$ cat src/hdl/ladder_key_decode_debounce_macros.svh
`ifndef LADDER_KEY_DECODE_DEBOUNCE_MACROS_SVH
`define LADDER_KEY_DECODE_DEBOUNCE_MACROS_SVH

// Check a property on every clock edge outside reset.
`define LADK_ASSERT(lbl, prop, msg) \
    lbl: assert property (@(posedge clk) disable iff (!rst_n) (prop)) else $error(msg);

// Check that a condition in one cycle leads to a consequence in the next.
`define LADK_ASSERT_NEXT(lbl, ante, cons, msg) \
    lbl: assert property (@(posedge clk) disable iff (!rst_n) (ante) |=> (cons)) \
        else $error(msg);

`endif

$ cat src/hdl/ladk_pkg.sv
package ladk_pkg;

    localparam int THR_BITS        = 12;
    localparam int CNT_BITS        = 4;
    localparam int KEY_BITS        = 3;
    localparam int EV_BITS         = 2;
    localparam int CFG_ADDR_BITS   = 3;
    localparam int SAMPLE_BITS_DEF = 12;

    localparam logic [KEY_BITS-1:0] KEY_NONE   = 3'd0;
    localparam logic [KEY_BITS-1:0] KEY_UP     = 3'd1;
    localparam logic [KEY_BITS-1:0] KEY_LEFT   = 3'd2;
    localparam logic [KEY_BITS-1:0] KEY_CENTER = 3'd3;
    localparam logic [KEY_BITS-1:0] KEY_RIGHT  = 3'd4;
    localparam logic [KEY_BITS-1:0] KEY_DOWN   = 3'd5;

    localparam logic [EV_BITS-1:0] EV_NONE     = 2'd0;
    localparam logic [EV_BITS-1:0] EV_PRESSED  = 2'd1;
    localparam logic [EV_BITS-1:0] EV_RELEASED = 2'd2;

    localparam logic [CFG_ADDR_BITS-1:0] REG_UP_LOW         = 3'd0;
    localparam logic [CFG_ADDR_BITS-1:0] REG_LEFT_LOW       = 3'd1;
    localparam logic [CFG_ADDR_BITS-1:0] REG_CENTER_LOW     = 3'd2;
    localparam logic [CFG_ADDR_BITS-1:0] REG_RIGHT_LOW      = 3'd3;
    localparam logic [CFG_ADDR_BITS-1:0] REG_DOWN_LOW       = 3'd4;
    localparam logic [CFG_ADDR_BITS-1:0] REG_DOWN_HIGH      = 3'd5;
    localparam logic [CFG_ADDR_BITS-1:0] REG_DEBOUNCE_COUNT = 3'd6;

    localparam logic [THR_BITS-1:0] UP_LOW_RST     = 12'd1500;
    localparam logic [THR_BITS-1:0] LEFT_LOW_RST   = 12'd2315;
    localparam logic [THR_BITS-1:0] CENTER_LOW_RST = 12'd2815;
    localparam logic [THR_BITS-1:0] RIGHT_LOW_RST  = 12'd3080;
    localparam logic [THR_BITS-1:0] DOWN_LOW_RST   = 12'd3240;
    localparam logic [THR_BITS-1:0] DOWN_HIGH_RST  = 12'd3649;
    localparam logic [CNT_BITS-1:0] DEBOUNCE_RST   = 4'd3;

    typedef struct packed {
        logic [THR_BITS-1:0] up_low;
        logic [THR_BITS-1:0] left_low;
        logic [THR_BITS-1:0] center_low;
        logic [THR_BITS-1:0] right_low;
        logic [THR_BITS-1:0] down_low;
        logic [THR_BITS-1:0] down_high;
        logic [CNT_BITS-1:0] debounce_count;
    } cfg_t;

    typedef struct packed {
        logic [EV_BITS-1:0]  key_event;
        logic [KEY_BITS-1:0] stable_key;
        logic [KEY_BITS-1:0] instant_key;
    } dbn_res_t;

endpackage

$ cat src/hdl/ladk_regs.sv
module ladk_regs
    import ladk_pkg::*;
(
    input  logic                     clk,
    input  logic                     rst_n,
    input  logic                     cfg_we,
    input  logic [CFG_ADDR_BITS-1:0] cfg_addr,
    input  logic [THR_BITS-1:0]      cfg_wdata,
    output cfg_t                     cfg
);

    cfg_t cfg_reg;
    cfg_t cfg_next;

    always_comb
    begin
        cfg_next = cfg_reg;
        if (cfg_we)
        begin
            case (cfg_addr)
                REG_UP_LOW:         cfg_next.up_low         = cfg_wdata;
                REG_LEFT_LOW:       cfg_next.left_low       = cfg_wdata;
                REG_CENTER_LOW:     cfg_next.center_low     = cfg_wdata;
                REG_RIGHT_LOW:      cfg_next.right_low      = cfg_wdata;
                REG_DOWN_LOW:       cfg_next.down_low       = cfg_wdata;
                REG_DOWN_HIGH:      cfg_next.down_high      = cfg_wdata;
                REG_DEBOUNCE_COUNT: cfg_next.debounce_count = cfg_wdata[CNT_BITS-1:0];
                default:            cfg_next = cfg_reg;
            endcase
        end
    end

    always_ff @(posedge clk or negedge rst_n)
    begin
        if (!rst_n)
        begin
            cfg_reg.up_low         <= UP_LOW_RST;
            cfg_reg.left_low       <= LEFT_LOW_RST;
            cfg_reg.center_low     <= CENTER_LOW_RST;
            cfg_reg.right_low      <= RIGHT_LOW_RST;
            cfg_reg.down_low       <= DOWN_LOW_RST;
            cfg_reg.down_high      <= DOWN_HIGH_RST;
            cfg_reg.debounce_count <= DEBOUNCE_RST;
        end
        else
        begin
            cfg_reg <= cfg_next;
        end
    end

    assign cfg = cfg_reg;

endmodule

$ cat src/hdl/ladk_classify.sv
module ladk_classify
    import ladk_pkg::*;
#(
    parameter int SAMPLE_BITS = SAMPLE_BITS_DEF
)
(
    input  logic [SAMPLE_BITS-1:0] sample,
    input  cfg_t                   cfg,
    output logic [KEY_BITS-1:0]    key
);

    localparam int CMP_W = (SAMPLE_BITS > THR_BITS) ? SAMPLE_BITS : THR_BITS;

    logic [CMP_W-1:0] s_ext;
    logic [CMP_W-1:0] up_lo;
    logic [CMP_W-1:0] left_lo;
    logic [CMP_W-1:0] center_lo;
    logic [CMP_W-1:0] right_lo;
    logic [CMP_W-1:0] down_lo;
    logic [CMP_W-1:0] down_hi;

    assign s_ext     = CMP_W'(sample);
    assign up_lo     = CMP_W'(cfg.up_low);
    assign left_lo   = CMP_W'(cfg.left_low);
    assign center_lo = CMP_W'(cfg.center_low);
    assign right_lo  = CMP_W'(cfg.right_low);
    assign down_lo   = CMP_W'(cfg.down_low);
    assign down_hi   = CMP_W'(cfg.down_high);

    // Windows span low bound to next bound - 1, down to down_high; first match wins.
    always_comb
    begin
        if (s_ext >= up_lo && s_ext < left_lo)
            key = KEY_UP;
        else if (s_ext >= left_lo && s_ext < center_lo)
            key = KEY_LEFT;
        else if (s_ext >= center_lo && s_ext < right_lo)
            key = KEY_CENTER;
        else if (s_ext >= right_lo && s_ext < down_lo)
            key = KEY_RIGHT;
        else if (s_ext >= down_lo && s_ext <= down_hi)
            key = KEY_DOWN;
        else
            key = KEY_NONE;
    end

endmodule

$ cat src/hdl/ladk_debounce.sv
module ladk_debounce
    import ladk_pkg::*;
`include "ladder_key_decode_debounce_macros.svh"
(
    input  logic                clk,
    input  logic                rst_n,
    input  logic                step,
    input  logic [KEY_BITS-1:0] key,
    input  logic [CNT_BITS-1:0] debounce_count,
    output dbn_res_t            res
);

    logic [KEY_BITS-1:0] cand_reg;
    logic [KEY_BITS-1:0] cand_next;
    logic [CNT_BITS-1:0] run_reg;
    logic [CNT_BITS-1:0] run_next;
    logic [KEY_BITS-1:0] deb_reg;
    logic [KEY_BITS-1:0] deb_next;
    logic [EV_BITS-1:0]  ev;

    always_comb
    begin
        cand_next = cand_reg;
        run_next  = run_reg;
        deb_next  = deb_reg;
        ev        = EV_NONE;
        if (key != cand_reg)
        begin
            // new candidate: restart the run, never an event
            cand_next = key;
            run_next  = {{(CNT_BITS-1){1'b0}}, 1'b1};
        end
        else
        begin
            if (run_reg < debounce_count)
                run_next = run_reg + 1'b1;
            if (run_next >= debounce_count && key != deb_reg)
            begin
                deb_next = key;
                ev       = (key == KEY_NONE) ? EV_RELEASED : EV_PRESSED;
            end
        end
    end

    always_ff @(posedge clk or negedge rst_n)
    begin
        if (!rst_n)
        begin
            cand_reg <= KEY_NONE;
            run_reg  <= '0;
            deb_reg  <= KEY_NONE;
        end
        else if (step)
        begin
            cand_reg <= cand_next;
            run_reg  <= run_next;
            deb_reg  <= deb_next;
        end
    end

    assign res.key_event   = ev;
    assign res.stable_key  = deb_next;
    assign res.instant_key = key;

    `LADK_ASSERT_NEXT(a_hold_state, !step,
        $stable(cand_reg) && $stable(run_reg) && $stable(deb_reg),
        "debounce state moved without a word")
    `LADK_ASSERT_NEXT(a_new_cand, step && key != cand_reg,
        run_reg == 1 && cand_reg == $past(key) && $stable(deb_reg),
        "candidate change did not restart the run")
    `LADK_ASSERT(a_event_change, ev == EV_NONE || (key == cand_reg && key != deb_reg),
        "event raised without a stable key change")

endmodule

$ cat src/hdl/ladder_key_decode_debounce.sv
// Five-way resistor-ladder joystick decoder with debounce.
//
// Input stream (s_*): one converter sample per word in s_tdata. Each sample
// is sorted into none, up, left, center, right or down by the window
// registers, then filtered: the stable key changes once the same key has
// been seen debounce_count times in a row (and at least twice).
// Output stream (m_*): one word per input word carrying the event (none,
// pressed, released), the stable key after this sample and the raw key.
// Configuration: cfg_we writes cfg_wdata to the register at cfg_addr
// (0..6: window bounds, then debounce count); other indexes are ignored.
// Write only while no word is in flight.
//
// The input register feeds classify and debounce into the output register. One
// word is taken every cycle unless the receiver stalls; both stages advance
// together whenever the output register is empty or being taken, so a stalled
// receiver holds the output and the input stage and backs up s_tready after
// one more word.
// Reset clears the pipeline, the debounce state (no key) and loads the
// default window bounds and count.
module ladder_key_decode_debounce
    import ladk_pkg::*;
#(
    parameter int SAMPLE_BITS = SAMPLE_BITS_DEF
)
(
    input  logic                                 clk,
    input  logic                                 rst_n,
    input  logic                                 s_tvalid,
    output logic                                 s_tready,
    input  logic [((SAMPLE_BITS + 7) / 8) * 8-1:0] s_tdata,   // adc_sample
    output logic                                 m_tvalid,
    input  logic                                 m_tready,
    output logic [7:0]                           m_tdata,   // key_event, stable_key, instant_key
    input  logic                                 cfg_we,
    input  logic [CFG_ADDR_BITS-1:0]             cfg_addr,
    input  logic [THR_BITS-1:0]                  cfg_wdata
);

    cfg_t                   cfg;
    logic                   in_valid_reg;
    logic [SAMPLE_BITS-1:0] sample_reg;
    logic                   out_valid_reg;
    dbn_res_t               res;
    dbn_res_t               res_reg;
    logic [KEY_BITS-1:0]    key;
    logic                   adv;
    logic                   step;

    assign adv      = !out_valid_reg || m_tready;
    assign step     = in_valid_reg && adv;
    assign s_tready = !in_valid_reg || adv;

    ladk_regs u_regs
    (
        .clk       (clk),
        .rst_n     (rst_n),
        .cfg_we    (cfg_we),
        .cfg_addr  (cfg_addr),
        .cfg_wdata (cfg_wdata),
        .cfg       (cfg)
    );

    ladk_classify #(.SAMPLE_BITS(SAMPLE_BITS)) u_classify
    (
        .sample (sample_reg),
        .cfg    (cfg),
        .key    (key)
    );

    ladk_debounce u_debounce
    (
        .clk            (clk),
        .rst_n          (rst_n),
        .step           (step),
        .key            (key),
        .debounce_count (cfg.debounce_count),
        .res            (res)
    );

    always_ff @(posedge clk or negedge rst_n)
    begin
        if (!rst_n)
        begin
            in_valid_reg  <= 1'b0;
            out_valid_reg <= 1'b0;
        end
        else
        begin
            if (s_tready)
                in_valid_reg <= s_tvalid;
            if (adv)
                out_valid_reg <= in_valid_reg;
        end
    end

    always_ff @(posedge clk)
    begin
        if (s_tvalid && s_tready)
            sample_reg <= s_tdata[SAMPLE_BITS-1:0];
        if (step)
            res_reg <= res;
    end

    assign m_tvalid = out_valid_reg;
    assign m_tdata  = {res_reg.instant_key, res_reg.stable_key, res_reg.key_event};

endmodule

$ cat config.mk
export PLATFORM = sky130hd
export DESIGN_NAME = ladder_key_decode_debounce
export DESIGN_NICKNAME = d
export VERILOG_FILES = /design/src/hdl/ladk_pkg.sv /design/src/hdl/ladk_regs.sv /design/src/hdl/ladk_classify.sv /design/src/hdl/ladk_debounce.sv /design/src/hdl/ladder_key_decode_debounce.sv
export VERILOG_INCLUDE_DIRS = /design/src /design/src/hdl
export SDC_FILE = /design/constraint.sdc
export NUM_CORES = 1
export LEC_CHECK = 0
export BUFFER_PORTS_ARGS = -buffer_cell sky130_fd_sc_hd__buf_2
export CAP_MARGIN = 20
export CORE_ASPECT_RATIO = 0.7
export CORE_UTILIZATION = 30
export CTS_CLUSTER_SIZE = 12
export DETAILED_ROUTE_END_ITERATION = 10
export PLACE_DENSITY_LB_ADDON = 0.15
export SYNTH_ARGS = -nofsm -noshare
export SYNTH_HDL_FRONTEND = slang
export SYNTH_HIERARCHICAL = 1
export SYNTH_SLANG_ARGS = --single-unit
$ cat constraint.sdc
create_clock -name clk -period 7.1 [get_ports clk]
set_clock_uncertainty 0.2 [all_clocks]
set_input_delay 1.42 -clock clk [delete_from_list [all_inputs] [get_ports clk]]
set_output_delay 1.42 -clock clk [all_outputs]
set_load 0.01 [all_outputs]
[After elaboration in Yosys (flattened, before gate mapping)]
Cells that the tools add are included.
Word-level totals
  bits of input ports: 36
  word-level logic and storage cells: 72
  output and inout bits: 10
  bits in registers: 108
Cells by class
  add/subtract/negate cells: 1
  magnitude comparators: 12
  eq/ne operators: 8
  mux-type cells: 11
  bitwise gates (word level): 1
  reductions and logical operators: 23
Operators by type and width (count)
  12-bit greater-or-equal comparator: 5
  12-bit < comparator: 4
  3-bit 2-to-1 mux: 7
  2-bit AND reduction: 8
  12-bit less-or-equal comparator: 1
  4-bit 2-to-1 mux: 3
  3-bit == test (second input constant): 3
  1-bit logical AND: 8
  3-bit by 2-bit == test with 1-bit output (second input constant): 2
  3-bit logical NOT: 2
  3-bit inequality test: 2
  4-bit by 1-bit adder with 4-bit output (second input constant): 1
  4-bit greater-or-equal comparator: 1
  4-bit < comparator: 1
  3-bit by 1-bit == test with 1-bit output (second input constant): 1
  1-bit logical NOT: 2
  1-bit logical OR: 2
  2-bit 2-to-1 mux: 1
  2-bit OR reduction: 1
  1-bit NOT: 1

[Logic depth before layout (Yosys ltp)]
  depth after elaboration: 13
  depth in mapped cells: 14
  mapped depth without buffers: 13

[By module]
Netlist, hierarchy kept.
Modules (own cells, without submodules)
  ladk_regs: cells an instance 165, instances 1, seq. area each 1948.1 sq um, area an instance 3079.2 sq um
  ladk_classify: cells an instance 260, instances 1, seq. area each 0.0 sq um, area an instance 1874.3 sq um
  ladk_debounce: cells an instance 91, instances 1, seq. area each 250.2 sq um, area an instance 875.8 sq um
  ladder_key_decode_debounce: cells an instance 28, instances 1, seq. area each 650.6 sq um, area an instance 704.4 sq um

[Least setup slack after synthesis]
OpenSTA, ideal clock, no wires.
  path kind: reg-to-reg
  start point: register u_regs.cfg_reg, in the netlist u_regs/cfg[43]
  end point: register res_reg, in the netlist m_tdata[3] (data pin)
  required time: 6.638 ns
  buffers on the path: 0
  stages on the path, launching flop included: 13
  slack: 3.587 ns
  period minus slack after synthesis: 3.513 ns
  setup time: 0.262 ns
  arrival time: 3.051 ns
  path through: dfstp_2 > inv_1 > ha_1 > and3_4 > a221o_1 > a221oi_2 > nand4_1 > a32oi_1 > o21ai_1 > xor2_1 > nor3_4 > nand2_2 > mux2_1
RTL lines
  start: declaration: RTL line ladk_regs.sv:12  | cfg_t cfg_reg;
  start signal: assignment: RTL line ladk_regs.sv:47  | cfg_reg <= cfg_next;
  end signal: assignment: RTL line ladder_key_decode_debounce.sv:101  | res_reg <= res;
  end: declaration: RTL line ladder_key_decode_debounce.sv:44  | dbn_res_t res_reg;

==> run summary <==
status -> complete, no violations
CP endpoint kind -> flip-flop
kind of critical path -> flip-flop to flip-flop
portion of the post-synthesis area used by sequential elements -> 43.6%
most used flip-flop cell after synthesis -> dfrtp_1
number of flip-flops under the largest register name -> 76
hold violation count in the final report -> 0
DIE AREA -> 22400 um2
max-cap viol count -> 0
setup-violating endpoint count in the final report -> 0
Mapped Nets -> 660
dominant combinational cell family by area after synthesis -> multiplexers
clock buffers created by TritonCTS -> 9
insertion delay of the later-clocked pin in the worst-skew pair -> 0.37 ns
worst slew margin relative to its limit -> 31.7%
number of iterations in the first detailed-routing pass -> 4
adder and majority cell fraction of the synthesized area -> 15.3%
synthesis-to-finish area growth -> 11.6%
worst path required time -> 7.02 ns
part of the total power dissipated in the clock network -> 24.2%
ANT cells -> 0
cell internal power dissipation -> 1.39 mW
overall die height -> 125 um
antenna violations before repair -> 0
CP peak stage delay -> 0.75 ns
count of cell types in the netlist -> 63
total routed wirelength -> 15.4 mm
switching part of the total -> 34.8%
wire length on met3 -> 689 um
mean instance size in the synthesized netlist -> 12.0 um2
Critical Path Start Type -> flip-flop
postcts setup bufs -> 0
per-cell via count in the routed design -> 4.79
uppermost layer routed -> met4
initial cell density of the core -> 31.1%
final routed wire length divided by cell count -> 17.7 um
metal2 WL -> 6.08 mm
number of port buffers -> 41
wire length of the first global-routing pass -> 24.1 mm
aggregate global routing overflow -> 0
post-synthesis xor/xnor area fraction -> 0.804%
Worst path slowest cell -> nor2b_1
utilization after layout -> 34.7%
transition time of the tightest slew-check pin -> 1.02 ns
area of the core -> 21000 um2
Netlist Area Pre-Place -> 6530 um2
dpl hpwl -> 11.3 mm
vias in the first global route -> 4196
power density normalized to cell area -> 293 nW/um2
fillcell total -> 2124
RePlAce Congestion -> 0.885
Die X -> 178 um
area leader, netlist -> dfrtp_1
count of state elements after synthesis -> 108
depth of the CTS H-tree -> 3
Comb power frac -> 34.0%
maximum number of pins on one net before global-route repair -> 47
number of rows in the core area -> 44
post-cts gate resize count -> 0
Sequential Power Share -> 41.8%
type of the worst min-delay path -> flip-flop to flip-flop
Bufs and invs on worst path -> 0
via count -> 4149
Top delay family on crit path -> simple AND/OR/NAND/NOR gates
most instantiated library cell after synthesis -> ha_1
compound-cell area share of the yosys netlist -> 8.58%
# DRC -> 0
warnings from Yosys -> 6
net count reported at finish -> 701
leading post-synthesis cells by cell area -> dfrtp_1 (20%), ha_1 (15%), dfstp_2 (15%)
net switching power of the design -> 0.743 mW
clock slew seen by the registers of the worst setup and hold paths -> 0.08 ns
final slew viol count -> 0
series of cell instances along the critical path -> ha_1 > a21oi_1 > o21ai_0 > a221o_1 > a211oi_1 > nand2b_1 > nor2b_1 > xor2_1 > nor3_4 > nand2_2 > mux2_1
upper clock frequency limit -> 219 MHz
Metal-1 WL -> 8.39 mm
share of cell area taken by muxes after synthesis -> 16.5%
RSZ-0062 raised after global routing -> false
IR drop worst, VDD -> 0.000122 V
number of clock sinks -> 108
number of design-rule violations left by the first detailed-router iteration -> 170
Async SR Flop Fraction -> 81.5%
Synth top area share -> 19.5%
time the worst path needs with I/O delays and setup -> 4.56 ns
EDFF count, synth -> 20
data arrival time of the critical path -> 4.48 ns
maximum count of clock buffers along a single path -> 2
fraction of layout cells with a size suffix above 1 -> 33.6%
Clock Tree Root -> clkbuf_16
Setup TNS Final -> 0 ns
Worst Path Max Fanout -> 12
count of nets left with antenna violations after detail routing -> 0
final period utilization -> 64.2%
clock tree from TritonCTS -> done
fraction of the mapped netlist area in simple logic gates -> 9.27%
I/O Pins -> 46
number of instances in the synthesized netlist -> 544
overall global routing resource usage -> 14.6%
number of buffers added to fix hold violations after cts -> 0
most common library cells after synthesis -> ha_1 (80), inv_1 (73), dfrtp_1 (51)
Leak -> 3.33 nW
==> cells in the final DEF, fill, tap and decap left out, types with 9 or more instances in the layout <==
| cell | n |
|---|---|
| mux2_4 | 30 |
| nand2b_1 | 9 |
| clkbuf_16 | 9 |
| ha_1 | 80 |
| mux2_2 | 50 |
| inv_1 | 73 |
| a21oi_1 | 33 |
| nand2_1 | 20 |
| edfxtp_1 | 20 |
| o21ai_0 | 13 |
| dfstp_2 | 37 |
| dfrtp_1 | 51 |
| buf_2 | 40 |
| nand4_1 | 12 |
==> through the flow <==
stage               total power, mW  instances  cell area (um2)  hold slack (ns)  worst slack, ns
finish                         2.14        866             7290            0.310             2.54
global route                   2.30        866             7290            0.320             2.29
CTS                            2.17        866             7290            0.312             2.53
detailed placement             1.63        850             6990            0.293             2.55
global placement               1.61        850             6990            0.290             2.64
floorplan                      1.44        544             6530            0.279             3.59
==> cell type report <==
| cell class | count | area [um2] | share of cell area (%) |
|---|---|---|---|
| Clock buffer | 9 | 225 | 3.09 |
| Clock inverter | 7 | 76.3 | 1.05 |
| Inverter | 73 | 274 | 3.76 |
| Multi-Input combinational cell | 350 | 3300 | 45.3 |
| Sequential cell | 108 | 2850 | 39.1 |
| Tap cell | 276 | 345 | 4.73 |
| Timing Repair Buffer | 43 | 223 | 3.05 |
==> cell families after synthesis <==
family,Yosys count
XOR/XNOR,6
multiplexers,86
AO/OA/AOI/OAI,86
buffers and inverters,86
flip-flops,108
adder cells (fa/ha/maj),80
AND/OR/NAND/NOR,92
==> path summary, 6_finish.rpt <==
kind	slack [ns]	from	to	cells past startpoint
worst max-delay path	2.54	sample_reg[7]$_DFFE_PP_	m_tdata[4]$_DFFE_PP_	11
worst min-delay path	0.31	u_regs/cfg[32]$_DFFE_PN0P_	u_regs/cfg[32]$_DFFE_PN0P_	1
worst max register to register	2.54	sample_reg[7]$_DFFE_PP_	m_tdata[4]$_DFFE_PP_	11
worst min register to register	0.31	u_regs/cfg[32]$_DFFE_PN0P_	u_regs/cfg[32]$_DFFE_PN0P_	1
max in group asynchronous	4.83	rst_n	u_regs/cfg[74]$_DFFE_PN1P_	2
min in group asynchronous	0.86	rst_n	u_debounce/run_reg[1]$_DFFE_PN0P_	1
==> power groups by stage <==
stage	Combinational, mW	Clock (mW)	Sequential (mW)
after floorplan	0.557	0	0.881
after global placement	0.712	0	0.902
after detailed placement	0.725	0	0.905
after CTS	0.731	0.539	0.896
after global routing	0.821	0.562	0.913
final	0.727	0.517	0.894
==> routing by layer <==
| metal | GRT usage [%] | vias up |
|---|---|---|
| li1 | - | 2025 |
| met1 | 22.4 | 2045 |
| met2 | 20.0 | 66 |
| met3 | 3.59 | 13 |
| met4 | 3.89 | 0 |
| met5 | 0 | - |
No activity file was read; power rests on OpenSTA's default activity.
